==> src/rtl/core/dtep_pkg.sv <==
// types and constants shared by the der tlv element parser
`timescale 1ns / 1ps
package dtep_pkg;

  typedef enum logic [2:0] {
    PH_TAG,
    PH_LEN1,
    PH_LENN,
    PH_CONT,
    PH_UNUSED,
    PH_SKIP,
    PH_DRAIN
  } phase_t;

  typedef enum logic [2:0] {
    KIND_HDR     = 3'd0,
    KIND_SKIP    = 3'd1,
    KIND_INT     = 3'd2,
    KIND_BOOL    = 3'd3,
    KIND_BITS    = 3'd4,
    KIND_BITS_NU = 3'd5
  } kind_t;

  localparam logic [2:0] ST_OK          = 3'd0;
  localparam logic [2:0] ST_OUT_OF_DATA = 3'd1;
  localparam logic [2:0] ST_BAD_TAG     = 3'd2;
  localparam logic [2:0] ST_BAD_LENGTH  = 3'd3;
  localparam logic [2:0] ST_BAD_DATA    = 3'd4;
  localparam logic [2:0] ST_MISMATCH    = 3'd5;

  localparam logic [7:0] TAG_BOOL = 8'h01;
  localparam logic [7:0] TAG_INT  = 8'h02;
  localparam logic [7:0] TAG_BITS = 8'h03;

  localparam logic [30:0] INT_MAX31 = 31'h7FFF_FFFF;
  localparam logic [30:0] INT_SAT_LIMIT = 31'h007F_FFFF;

  typedef struct packed {
    logic [7:0]  data_byte;
    logic [31:0] bytes_left;
    logic [2:0]  command;
    logic [7:0]  expected_tag;
  } in_item_t;

  typedef struct packed {
    logic [2:0]  status;
    logic [7:0]  tag_seen;
    logic [31:0] content_length;
    logic [30:0] int_value;
    logic [2:0]  pad_bits;
  } out_item_t;

  // classified byte as held in the queue
  typedef struct packed {
    logic [7:0]  data_byte;
    logic [31:0] bl;
    logic [31:0] rem;
    logic        last;
    kind_t       kind;
    logic [7:0]  want_tag;
  } cls_item_t;

endpackage

==> src/rtl/core/der_tlv_element_parser.sv <==
// der tlv element parser top level
//
//  channel | dir | handshake           | payload
//  in_     | in  | in_valid / in_stall   | dtep_pkg::in_item_t
//  out_    | out | out_valid / out_stall | dtep_pkg::out_item_t
//
// one byte per cycle while the result is not stalled, set by the single parsing state machine in the back end
// bytes are written into the queue; a result's valid rises at the edge that pops its byte from the queue
// synchronous active-low reset clears queue, state machine and result valid
// a stalled result holds the back end; the two-entry queue fills, then in_stall rises
`timescale 1ns / 1ps
module der_tlv_element_parser #(
  parameter int MAX_LENGTH_BYTES = 4,
  parameter int INT_BYTES = 4
) (
  input  logic                clk,
  input  logic                rst_n,
  input  logic                in_valid,
  output logic                in_stall,
  input  dtep_pkg::in_item_t  in_item,
  output logic                out_valid,
  input  logic                out_stall,
  output dtep_pkg::out_item_t out_item
);

  logic                q_valid, q_pop;
  dtep_pkg::cls_item_t q_item;

  dtep_front u_front (
    .clk(clk), .rst_n(rst_n),
    .in_valid(in_valid), .in_stall(in_stall), .in_item(in_item),
    .q_valid(q_valid), .q_pop(q_pop), .q_item(q_item)
  );

  dtep_back #(
    .MAX_LENGTH_BYTES(MAX_LENGTH_BYTES), .INT_BYTES(INT_BYTES)
  ) u_back (
    .clk(clk), .rst_n(rst_n),
    .q_valid(q_valid), .q_pop(q_pop), .q_item(q_item),
    .out_valid(out_valid), .out_stall(out_stall), .out_item(out_item)
  );

  a_pop_needs_item: assert property (@(posedge clk) disable iff (!rst_n)
    q_pop |-> q_valid) else $error("pop from empty queue");

  a_err_fields_zero: assert property (@(posedge clk) disable iff (!rst_n)
    (out_valid && out_item.status != dtep_pkg::ST_OK) |->
      (out_item.content_length == 32'd0 && out_item.int_value == 31'd0 &&
       out_item.pad_bits == 3'd0)) else $error("error result carries data");

  a_result_from_pop: assert property (@(posedge clk) disable iff (!rst_n)
    $rose(out_valid) |-> $past(q_pop)) else $error("result without a byte");

endmodule

==> src/rtl/core/dtep_front.sv <==
// front end: accepts and classifies bytes into a short queue
`timescale 1ns / 1ps
module dtep_front (
  input  logic                clk,
  input  logic                rst_n,
  input  logic                in_valid,
  output logic                in_stall,
  input  dtep_pkg::in_item_t  in_item,
  output logic                q_valid,
  input  logic                q_pop,
  output dtep_pkg::cls_item_t q_item
);

  localparam int QDEPTH = 2;
  localparam int PW = $clog2(QDEPTH);

  dtep_pkg::cls_item_t q_r [QDEPTH];
  dtep_pkg::cls_item_t cls;
  logic [PW-1:0] wp_r, wp_nxt, rp_r, rp_nxt;
  logic [PW:0]   cnt_r, cnt_nxt;
  logic          push;

  always_comb begin
    cls.data_byte = in_item.data_byte;
    cls.bl = (in_item.bytes_left == 32'd0) ? 32'd1 : in_item.bytes_left;
    cls.rem = cls.bl - 32'd1;
    cls.last = (cls.bl == 32'd1);
    case (in_item.command)
      dtep_pkg::KIND_SKIP:    cls.kind = dtep_pkg::KIND_SKIP;
      dtep_pkg::KIND_INT:     cls.kind = dtep_pkg::KIND_INT;
      dtep_pkg::KIND_BOOL:    cls.kind = dtep_pkg::KIND_BOOL;
      dtep_pkg::KIND_BITS:    cls.kind = dtep_pkg::KIND_BITS;
      dtep_pkg::KIND_BITS_NU: cls.kind = dtep_pkg::KIND_BITS_NU;
      default:                cls.kind = dtep_pkg::KIND_HDR;
    endcase
    case (cls.kind)
      dtep_pkg::KIND_INT:                        cls.want_tag = dtep_pkg::TAG_INT;
      dtep_pkg::KIND_BOOL:                       cls.want_tag = dtep_pkg::TAG_BOOL;
      dtep_pkg::KIND_BITS, dtep_pkg::KIND_BITS_NU: cls.want_tag = dtep_pkg::TAG_BITS;
      default:                                   cls.want_tag = in_item.expected_tag;
    endcase
  end

  assign in_stall = (cnt_r == (PW+1)'(QDEPTH));
  assign push     = in_valid && !in_stall;
  assign q_valid  = (cnt_r != '0);
  assign q_item   = q_r[rp_r];

  always_comb begin
    wp_nxt  = push ? PW'(wp_r + 1'b1) : wp_r;
    rp_nxt  = q_pop ? PW'(rp_r + 1'b1) : rp_r;
    cnt_nxt = cnt_r + (PW+1)'(push) - (PW+1)'(q_pop);
  end

  always_ff @(posedge clk) begin
    if (!rst_n) begin
      wp_r  <= '0;
      rp_r  <= '0;
      cnt_r <= '0;
    end else begin
      wp_r  <= wp_nxt;
      rp_r  <= rp_nxt;
      cnt_r <= cnt_nxt;
    end
  end

  always_ff @(posedge clk) begin
    if (push) begin
      q_r[wp_r] <= cls;
    end
  end

endmodule

==> src/rtl/core/dtep_back.sv <==
// back end: tlv parsing state machine and result register
`timescale 1ns / 1ps
module dtep_back #(
  parameter int MAX_LENGTH_BYTES = 4,
  parameter int INT_BYTES = 4
) (
  input  logic                clk,
  input  logic                rst_n,
  input  logic                q_valid,
  output logic                q_pop,
  input  dtep_pkg::cls_item_t q_item,
  output logic                out_valid,
  input  logic                out_stall,
  output dtep_pkg::out_item_t out_item
);

  dtep_pkg::phase_t phase_r, phase_nxt;
  dtep_pkg::kind_t  kind_r, kind_nxt;
  logic [7:0]  tag_r, tag_nxt;
  logic [31:0] len_r, len_nxt;
  logic [2:0]  pend_r, pend_nxt;
  logic [31:0] cc_r, cc_nxt;
  logic [30:0] val_r, val_nxt;
  logic        out_valid_r, out_valid_nxt;
  dtep_pkg::out_item_t out_r, out_nxt;

  logic [7:0]  b;
  logic [31:0] len_cur, cc_m1, len_m1;
  logic [30:0] newv;
  logic [2:0]  pend_m1;
  logic [6:0]  n;
  logic        fin, ev_fail, ev_ok;
  logic [2:0]  ev_status;
  logic [31:0] ok_len;
  logic [30:0] ok_val;
  logic [2:0]  ok_ub;

  assign q_pop = q_valid && (!out_valid_r || !out_stall);
  assign b = q_item.data_byte;
  assign n = b[6:0];
  assign pend_m1 = pend_r - 3'd1;
  assign cc_m1 = cc_r - 32'd1;
  assign len_m1 = len_r - 32'd1;
  assign newv = (val_r > dtep_pkg::INT_SAT_LIMIT) ? dtep_pkg::INT_MAX31 : {val_r[22:0], b};
  assign len_cur = (phase_r == dtep_pkg::PH_LEN1) ? {24'd0, b} : {len_r[23:0], b};
  assign fin = ((phase_r == dtep_pkg::PH_LEN1) && !b[7]) ||
               ((phase_r == dtep_pkg::PH_LENN) && (pend_m1 == 3'd0));

  // event decode
  always_comb begin
    ev_fail = 1'b0;
    ev_ok = 1'b0;
    ev_status = dtep_pkg::ST_OK;
    ok_len = '0;
    ok_val = '0;
    ok_ub = '0;
    case (phase_r)
      dtep_pkg::PH_TAG: begin
        if (b != q_item.want_tag) begin
          ev_fail = 1'b1; ev_status = dtep_pkg::ST_BAD_TAG;
        end else if (q_item.rem == 32'd0) begin
          ev_fail = 1'b1; ev_status = dtep_pkg::ST_OUT_OF_DATA;
        end
      end
      dtep_pkg::PH_LEN1, dtep_pkg::PH_LENN: begin
        if (fin) begin
          ok_len = len_cur;
          if (len_cur > q_item.rem) begin
            ev_fail = 1'b1; ev_status = dtep_pkg::ST_OUT_OF_DATA;
          end else begin
            case (kind_r)
              dtep_pkg::KIND_HDR, dtep_pkg::KIND_SKIP: ev_ok = 1'b1;
              dtep_pkg::KIND_INT: begin
                if (len_cur == 32'd0 || len_cur > 32'(INT_BYTES)) begin
                  ev_fail = 1'b1; ev_status = dtep_pkg::ST_BAD_LENGTH;
                end
              end
              dtep_pkg::KIND_BOOL: begin
                if (len_cur != 32'd1) begin
                  ev_fail = 1'b1; ev_status = dtep_pkg::ST_BAD_LENGTH;
                end
              end
              dtep_pkg::KIND_BITS: begin
                if (len_cur == 32'd0) begin
                  ev_fail = 1'b1; ev_status = dtep_pkg::ST_OUT_OF_DATA;
                end
              end
              default: begin
                if (len_cur < 32'd2) begin
                  ev_fail = 1'b1; ev_status = dtep_pkg::ST_BAD_DATA;
                end
              end
            endcase
          end
        end else if (phase_r == dtep_pkg::PH_LEN1) begin
          if (n == 7'd0 || n > 7'(MAX_LENGTH_BYTES)) begin
            ev_fail = 1'b1; ev_status = dtep_pkg::ST_BAD_LENGTH;
          end else if (q_item.rem < {25'd0, n}) begin
            ev_fail = 1'b1; ev_status = dtep_pkg::ST_OUT_OF_DATA;
          end
        end else if (q_item.rem < {29'd0, pend_m1}) begin
          ev_fail = 1'b1; ev_status = dtep_pkg::ST_OUT_OF_DATA;
        end
      end
      dtep_pkg::PH_CONT: begin
        if (kind_r == dtep_pkg::KIND_BOOL) begin
          ev_ok = 1'b1; ok_len = 32'd1; ok_val = {30'd0, b != 8'd0};
        end else if (cc_r == len_r && b[7]) begin
          ev_fail = 1'b1; ev_status = dtep_pkg::ST_BAD_LENGTH;
        end else if (cc_m1 == 32'd0) begin
          ev_ok = 1'b1; ok_len = len_r; ok_val = newv;
        end else if (q_item.rem < cc_m1) begin
          ev_fail = 1'b1; ev_status = dtep_pkg::ST_OUT_OF_DATA;
        end
      end
      dtep_pkg::PH_UNUSED: begin
        ok_len = len_m1;
        if (kind_r == dtep_pkg::KIND_BITS) begin
          ok_ub = b[2:0];
          if (b > 8'd7) begin
            ev_fail = 1'b1; ev_status = dtep_pkg::ST_BAD_LENGTH;
          end else if (q_item.bl != len_r) begin
            ev_fail = 1'b1; ev_status = dtep_pkg::ST_MISMATCH;
          end else begin
            ev_ok = 1'b1;
          end
        end else if (b != 8'd0) begin
          ev_fail = 1'b1; ev_status = dtep_pkg::ST_BAD_DATA;
        end else begin
          ev_ok = 1'b1;
        end
      end
      default: begin
      end
    endcase
  end

  // next state
  always_comb begin
    phase_nxt = phase_r;
    if (ev_fail) begin
      phase_nxt = q_item.last ? dtep_pkg::PH_TAG : dtep_pkg::PH_DRAIN;
    end else begin
      case (phase_r)
        dtep_pkg::PH_TAG: phase_nxt = dtep_pkg::PH_LEN1;
        dtep_pkg::PH_LEN1, dtep_pkg::PH_LENN: begin
          if (!fin) begin
            phase_nxt = dtep_pkg::PH_LENN;
          end else begin
            case (kind_r)
              dtep_pkg::KIND_HDR:  phase_nxt = dtep_pkg::PH_TAG;
              dtep_pkg::KIND_SKIP: begin
                phase_nxt = (len_cur == 32'd0) ? dtep_pkg::PH_TAG : dtep_pkg::PH_SKIP;
              end
              dtep_pkg::KIND_INT, dtep_pkg::KIND_BOOL: phase_nxt = dtep_pkg::PH_CONT;
              default: phase_nxt = dtep_pkg::PH_UNUSED;
            endcase
          end
        end
        dtep_pkg::PH_CONT: phase_nxt = ev_ok ? dtep_pkg::PH_TAG : dtep_pkg::PH_CONT;
        dtep_pkg::PH_UNUSED: begin
          phase_nxt = (len_m1 == 32'd0 || q_item.last) ? dtep_pkg::PH_TAG : dtep_pkg::PH_SKIP;
        end
        dtep_pkg::PH_SKIP: begin
          phase_nxt = (cc_m1 == 32'd0 || q_item.last) ? dtep_pkg::PH_TAG : dtep_pkg::PH_SKIP;
        end
        dtep_pkg::PH_DRAIN: phase_nxt = q_item.last ? dtep_pkg::PH_TAG : dtep_pkg::PH_DRAIN;
        default: phase_nxt = dtep_pkg::PH_TAG;
      endcase
    end
  end

  // datapath registers and result
  always_comb begin
    kind_nxt = kind_r;
    tag_nxt = tag_r;
    len_nxt = len_r;
    pend_nxt = pend_r;
    cc_nxt = cc_r;
    val_nxt = val_r;
    case (phase_r)
      dtep_pkg::PH_TAG: begin
        kind_nxt = q_item.kind;
        tag_nxt = b;
      end
      dtep_pkg::PH_LEN1, dtep_pkg::PH_LENN: begin
        if (phase_r == dtep_pkg::PH_LEN1 && b[7]) begin
          len_nxt = '0;
          pend_nxt = n[2:0];
        end else begin
          len_nxt = len_cur;
          pend_nxt = pend_m1;
        end
        if (fin) begin
          cc_nxt = (kind_r == dtep_pkg::KIND_BOOL) ? 32'd1 : len_cur;
          val_nxt = '0;
        end
      end
      dtep_pkg::PH_CONT: begin
        cc_nxt = cc_m1;
        val_nxt = newv;
      end
      dtep_pkg::PH_UNUSED: cc_nxt = len_m1;
      dtep_pkg::PH_SKIP:   cc_nxt = cc_m1;
      default: begin
      end
    endcase

    out_valid_nxt = q_pop ? (ev_fail || ev_ok) : (out_valid_r && out_stall);
    out_nxt = out_r;
    if (q_pop) begin
      out_nxt.status = ev_status;
      out_nxt.tag_seen = (phase_r == dtep_pkg::PH_TAG) ? b : tag_r;
      out_nxt.content_length = ev_fail ? 32'd0 : ok_len;
      out_nxt.int_value = ev_fail ? 31'd0 : ok_val;
      out_nxt.pad_bits = ev_fail ? 3'd0 : ok_ub;
    end
  end

  always_ff @(posedge clk) begin
    if (!rst_n) begin
      phase_r <= dtep_pkg::PH_TAG;
      kind_r <= dtep_pkg::KIND_HDR;
      tag_r <= '0;
      len_r <= '0;
      pend_r <= '0;
      cc_r <= '0;
      val_r <= '0;
      out_valid_r <= 1'b0;
    end else begin
      out_valid_r <= out_valid_nxt;
      if (q_pop) begin
        phase_r <= phase_nxt;
        kind_r <= kind_nxt;
        tag_r <= tag_nxt;
        len_r <= len_nxt;
        pend_r <= pend_nxt;
        cc_r <= cc_nxt;
        val_r <= val_nxt;
      end
    end
  end

  always_ff @(posedge clk) begin
    out_r <= out_nxt;
  end

  assign out_valid = out_valid_r;
  assign out_item = out_r;

endmodule

==> config.mk <==
export PLATFORM = sky130hd
export DESIGN_NAME = der_tlv_element_parser
export DESIGN_NICKNAME = d
export VERILOG_FILES = /design/src/rtl/core/dtep_pkg.sv /design/src/rtl/core/der_tlv_element_parser.sv /design/src/rtl/core/dtep_front.sv /design/src/rtl/core/dtep_back.sv
export SDC_FILE = /design/constraint.sdc
export NUM_CORES = 1
export LEC_CHECK = 0
export BUFFER_PORTS_ARGS = -buffer_cell sky130_fd_sc_hd__buf_2
export CORE_AREA = 10 10 220 222
export DETAILED_ROUTE_END_ITERATION = 10
export DIE_AREA = 0 0 230 232
export PLACE_DENSITY_LB_ADDON = 0.08
export SYNTH_ARGS = -nofsm -noshare
export SYNTH_HDL_FRONTEND = slang
export SYNTH_SLANG_ARGS = --single-unit
export TNS_END_PERCENT = 30
==> constraint.sdc <==
create_clock -name clk -period 5.95 [get_ports clk]
set_input_delay 0.2975 -clock clk [delete_from_list [all_inputs] [get_ports clk]]
set_output_delay 0.2975 -clock clk [all_outputs]
set_load 0.05 [all_outputs]
==> impl_results.md <==
* Clock Sinks at between 300 and 400
* Cell Pwr Density at ~590 nW/um^2
* Clock power frac at 19.6%
* Worst-path cell chain: buf_4 > mux2i_1 > inv_1 > ha_1 > a21o_1 > a21o_1 > a21o_1 > o311ai_0 > a31oi_1 > a211o_1 > o211ai_4 > nand3b_4 > a21oi_1
* Top cell type by total area after synthesis: edfxtp_1
* Worst skew pair latency at 0.58 ns
* Drt wl/cell at 22.9 um
* Fin crit period at 4.98 ns
* Port Buffers at around 130
* Setup TNS at 0 ns
* Mapped Area at 20,300 um^2
* TritonRoute pass-1 iters at 7
* Hold path startpoint: in_item[42]
* Critical path type: register to register
* Relative slew margins at a little over a fifth
* Slowest CP cell: dfxtp_4
* Post-synth EDFFs at roughly 250
* Pin count of the biggest net entering global routing at 70
* GPL Wtd Cong at 0.953
* Power Internal at around 7400 uW
* First-pass GRT wire length at 97.4 mm
* RSZ-0062 raised after global routing: false
* CTS Buf Count at 43
* Req. time, crit path at 6.26 ns
* GR peak layer: met2
* Power Total at roughly 14,000 uW
* Clock Pin Slew Worst Setup and Hold Paths at ~0.06 ns
* Synth unique cells at 79
* Synth top area share at 36.2%
* Vias in the first global route at 15,600
* VDD IR-drop max at 357 uV
* H-tree levels at 2
* Post-Route Utilization at between 50% and 60%
* Arr. time, crit path at 5.29 ns
* Setup violators final at 0
* Worst Setup End Kind: register
* Final non-filler cell total at roughly 2,800
* Synthesized Nets at 2,226
* Sequential power share at between 20 and 30%
* Mapped Cells at 2,087
* Reg-to-reg slack, setup at approximately 0.97 ns
* Hold WC Path Type: input pin to register
* Max Clock Skew at 0.0352 ns
* Tcrit/Tclk final at ~84%
* # IOs at 134
* Top FF cell, synth: edfxtp_1
* Async set or reset register ratio after synthesis at 0%
* Detail Route Antenna Nets at 0
* Seq/Total Area, Yosys at 47.8%
* Drt total wl at around 64 mm
* Final Slew Violations at 0
* Net Sw Frac at 46.0%
* Initial Util at 46.3%
* Die area at 53,400 um^2
* Fmax at 201 MHz
* Comb power frac at 53.0%
* Die width at around 230 um
* Post-route DRC at 0
* CTS tree: done
* Total gr overflow at 0
* Crit-path max FO at 63
* Synth area leaders: edfxtp_1 36%, dfxtp_1 12%, ha_1 5.2%
* Initial antenna violation count at 0
* Synth Register Bits at 363
* Area growth syn-to-layout at 14.1%
* Yosys warnings at 0
* Static Leakage at a little under 0.009 uW
* Avg Cell Area, Syn at between 9 and 10 um^2
* CTS Root Cell: clkbuf_16
* Max stage delay on crit path at 0.95 ns
* Max-cap violations at 0
* Die H at 232 um
* CTS Buffer Depth at 3
* CP most frequent cell: a21o_1
* DPL Wire Length at 46.7 mm
* GR Util met1 at 33.0%
* Critical path startpoint category: register
* Slew @ Worst Pin at 1.18 ns
* Switching power at 6280 uW
* Num rows at 77
* Via/cell ratio at around 5.7
* GR Layer Usage met3 at 4.56%
* Core footprint at around 44,000 um^2
* Total setup buffers inserted after CTS at 0
* Overall Global Routing Usage at 23.7%
* Status: completed
* GR Layer Usage met2 at 36.4%
* Fraction of layout cells with a size suffix above 1 at 12.7%
* # diodes at 0
* Resize count post-CTS at 0
* Final hold vios at 0
* Vias at 15,900
* Iteration-0 DRC Markers at between 1,500 and 2,000
* Placed cell count at 2,684
* Nets at 2,313
==> cells in the final DEF (no fill, tap or decap), drive strengths merged, types with 22 or more instances in the layout <==
master       Yosys  layout
ha              84      84
a21boi          59      59
xor2            46      46
mux2i           82      82
nor2           180     180
nor3            46      46
edfxtp         245     245
dfxtp          118     118
buf             34     178
o21ai          104     104
nor2b           39      39
and2            27      27
nand4           29      29
xnor2          114     114
nand2          229     229
a21oi          115     115
a31oi           23      23
or3             22      22
inv             74      76
clkbuf         139      58
dlygate4sd3      0      37
nor4            52      52
o211a           23      23
nand3           31      31
==> final timing paths <==
path / endpoint / cells past startpoint
worst max-delay path: u_back.out_item[54]$_SDFFCE_PP0P_ / 13
worst max register to register: u_back.out_item[54]$_SDFFCE_PP0P_ / 13
worst min register to register: u_back.val_r[24]$_SDFFE_PN0P_ / 2
worst min-delay path: u_front.q_r[1][75]$_DFFE_PP_ / 1
==> critical path, delay by kind of cell, from the launching register on <==
| family | cells | cell delay [ns] |
|---|---|---|
| AOI/OAI and AO/OA | 8 | 2.11 |
| adders and majority gates | 1 | 0.33 |
| buffers and inverters | 2 | 0.56 |
| DFF | 1 | 0.95 |
| muxes | 1 | 0.29 |
| and+or+nand+nor | 1 | 0.42 |
==> per-stage QoR <==
stage	cell area, um^2	hold slack [ns]	setup WS [ns]
6_report	23200	0.0326	0.968
5_1_grt	23200	0.0166	0.718
3_5_place_dp	21400	0.464	0.943
4_1_cts	23200	0.0107	0.945
2_1_floorplan	20300	0.396	1.36
3_3_place_gp	21400	0.454	1.05
==> what timing repair did <==
item                       CTS  global route
hold endpoints to repair    73             0
setup endpoints to repair    0             0
hold buffers                37             0
==> power groups by stage <==
stage | clock network [uW] | logic, uW | registers [uW]
after floorplan | 0 | 4590 | 4310
after global placement | 0 | 7070 | 3770
after detailed placement | 0 | 7090 | 3780
after CTS | 2710 | 7150 | 3730
after global routing | 2820 | 7900 | 3800
final | 2670 | 7230 | 3740
==> layout make-up <==
class | instances | area, um^2
fill | 4030 | 20700
sequential | 363 | 9720
multi-input combinational | 1477 | 9670
timing repair buffer | 215 | 1370
clock buffer | 58 | 1190
tap | 592 | 741
inverter | 74 | 279
clock inverter | 22 | 243
==> layer usage <==
metal	vias up	wire, um
li1	7639	-
met1	7663	29700
met2	496	28400
met3	87	4230
met4	0	1830
met5	-	0
==> logic make-up after synthesis <==
| group | count (synthesis) | synth area share [%] |
|---|---|---|
| buf+inv | 247 | 4.91 |
| xor+xnor | 160 | 6.92 |
| mux | 82 | 4.03 |
| simple gates | 723 | 17.5 |
| fa+ha+maj | 84 | 5.17 |
| flops | 363 | 47.8 |
| compound gates | 428 | 13.7 |
==> cell usage after synthesis, types with 6 or more instances <==
cell type,number
a22oi_1,13
or4_1,9
o211ai_1,6
buf_6,6
and2_1,25
inv_1,74
nor4b_1,6
buf_2,13
o22ai_1,11
nor2_1,180
nor4_1,49
o21ai_0,96
xnor2_1,114
edfxtp_1,245
a21o_1,12
o21ai_1,7
nor2b_1,39
nand3_1,30
nand2_1,229
a221oi_1,6
buf_1,12
clkbuf_1,139
a21oi_1,115
dfxtp_1,118
nor3_1,46
a211oi_1,7
ha_1,84
a31oi_1,23
nand4_1,29
a211o_1,7
mux2i_1,82
or3_1,22
and4_1,9
nor3b_1,6
nand2b_1,12
o211a_1,23
xor2_1,45
a21boi_0,59
==> flip-flops by register name, indices dropped and copies added, names as in the netlist, named ones only <==
register	cells
u_back.cc_r	32
u_back.kind_r	3
u_back.len_r	32
u_back.out_item	77
u_back.out_valid	1
u_back.pend_r	3
u_back.phase_r	3
u_back.tag_r	8
u_back.val_r	31
u_front.cnt_r	2
u_front.q_r	168
u_front.rp_r	1
u_front.wp_r	1
Note: power is estimated with default switching activity, not from simulation.
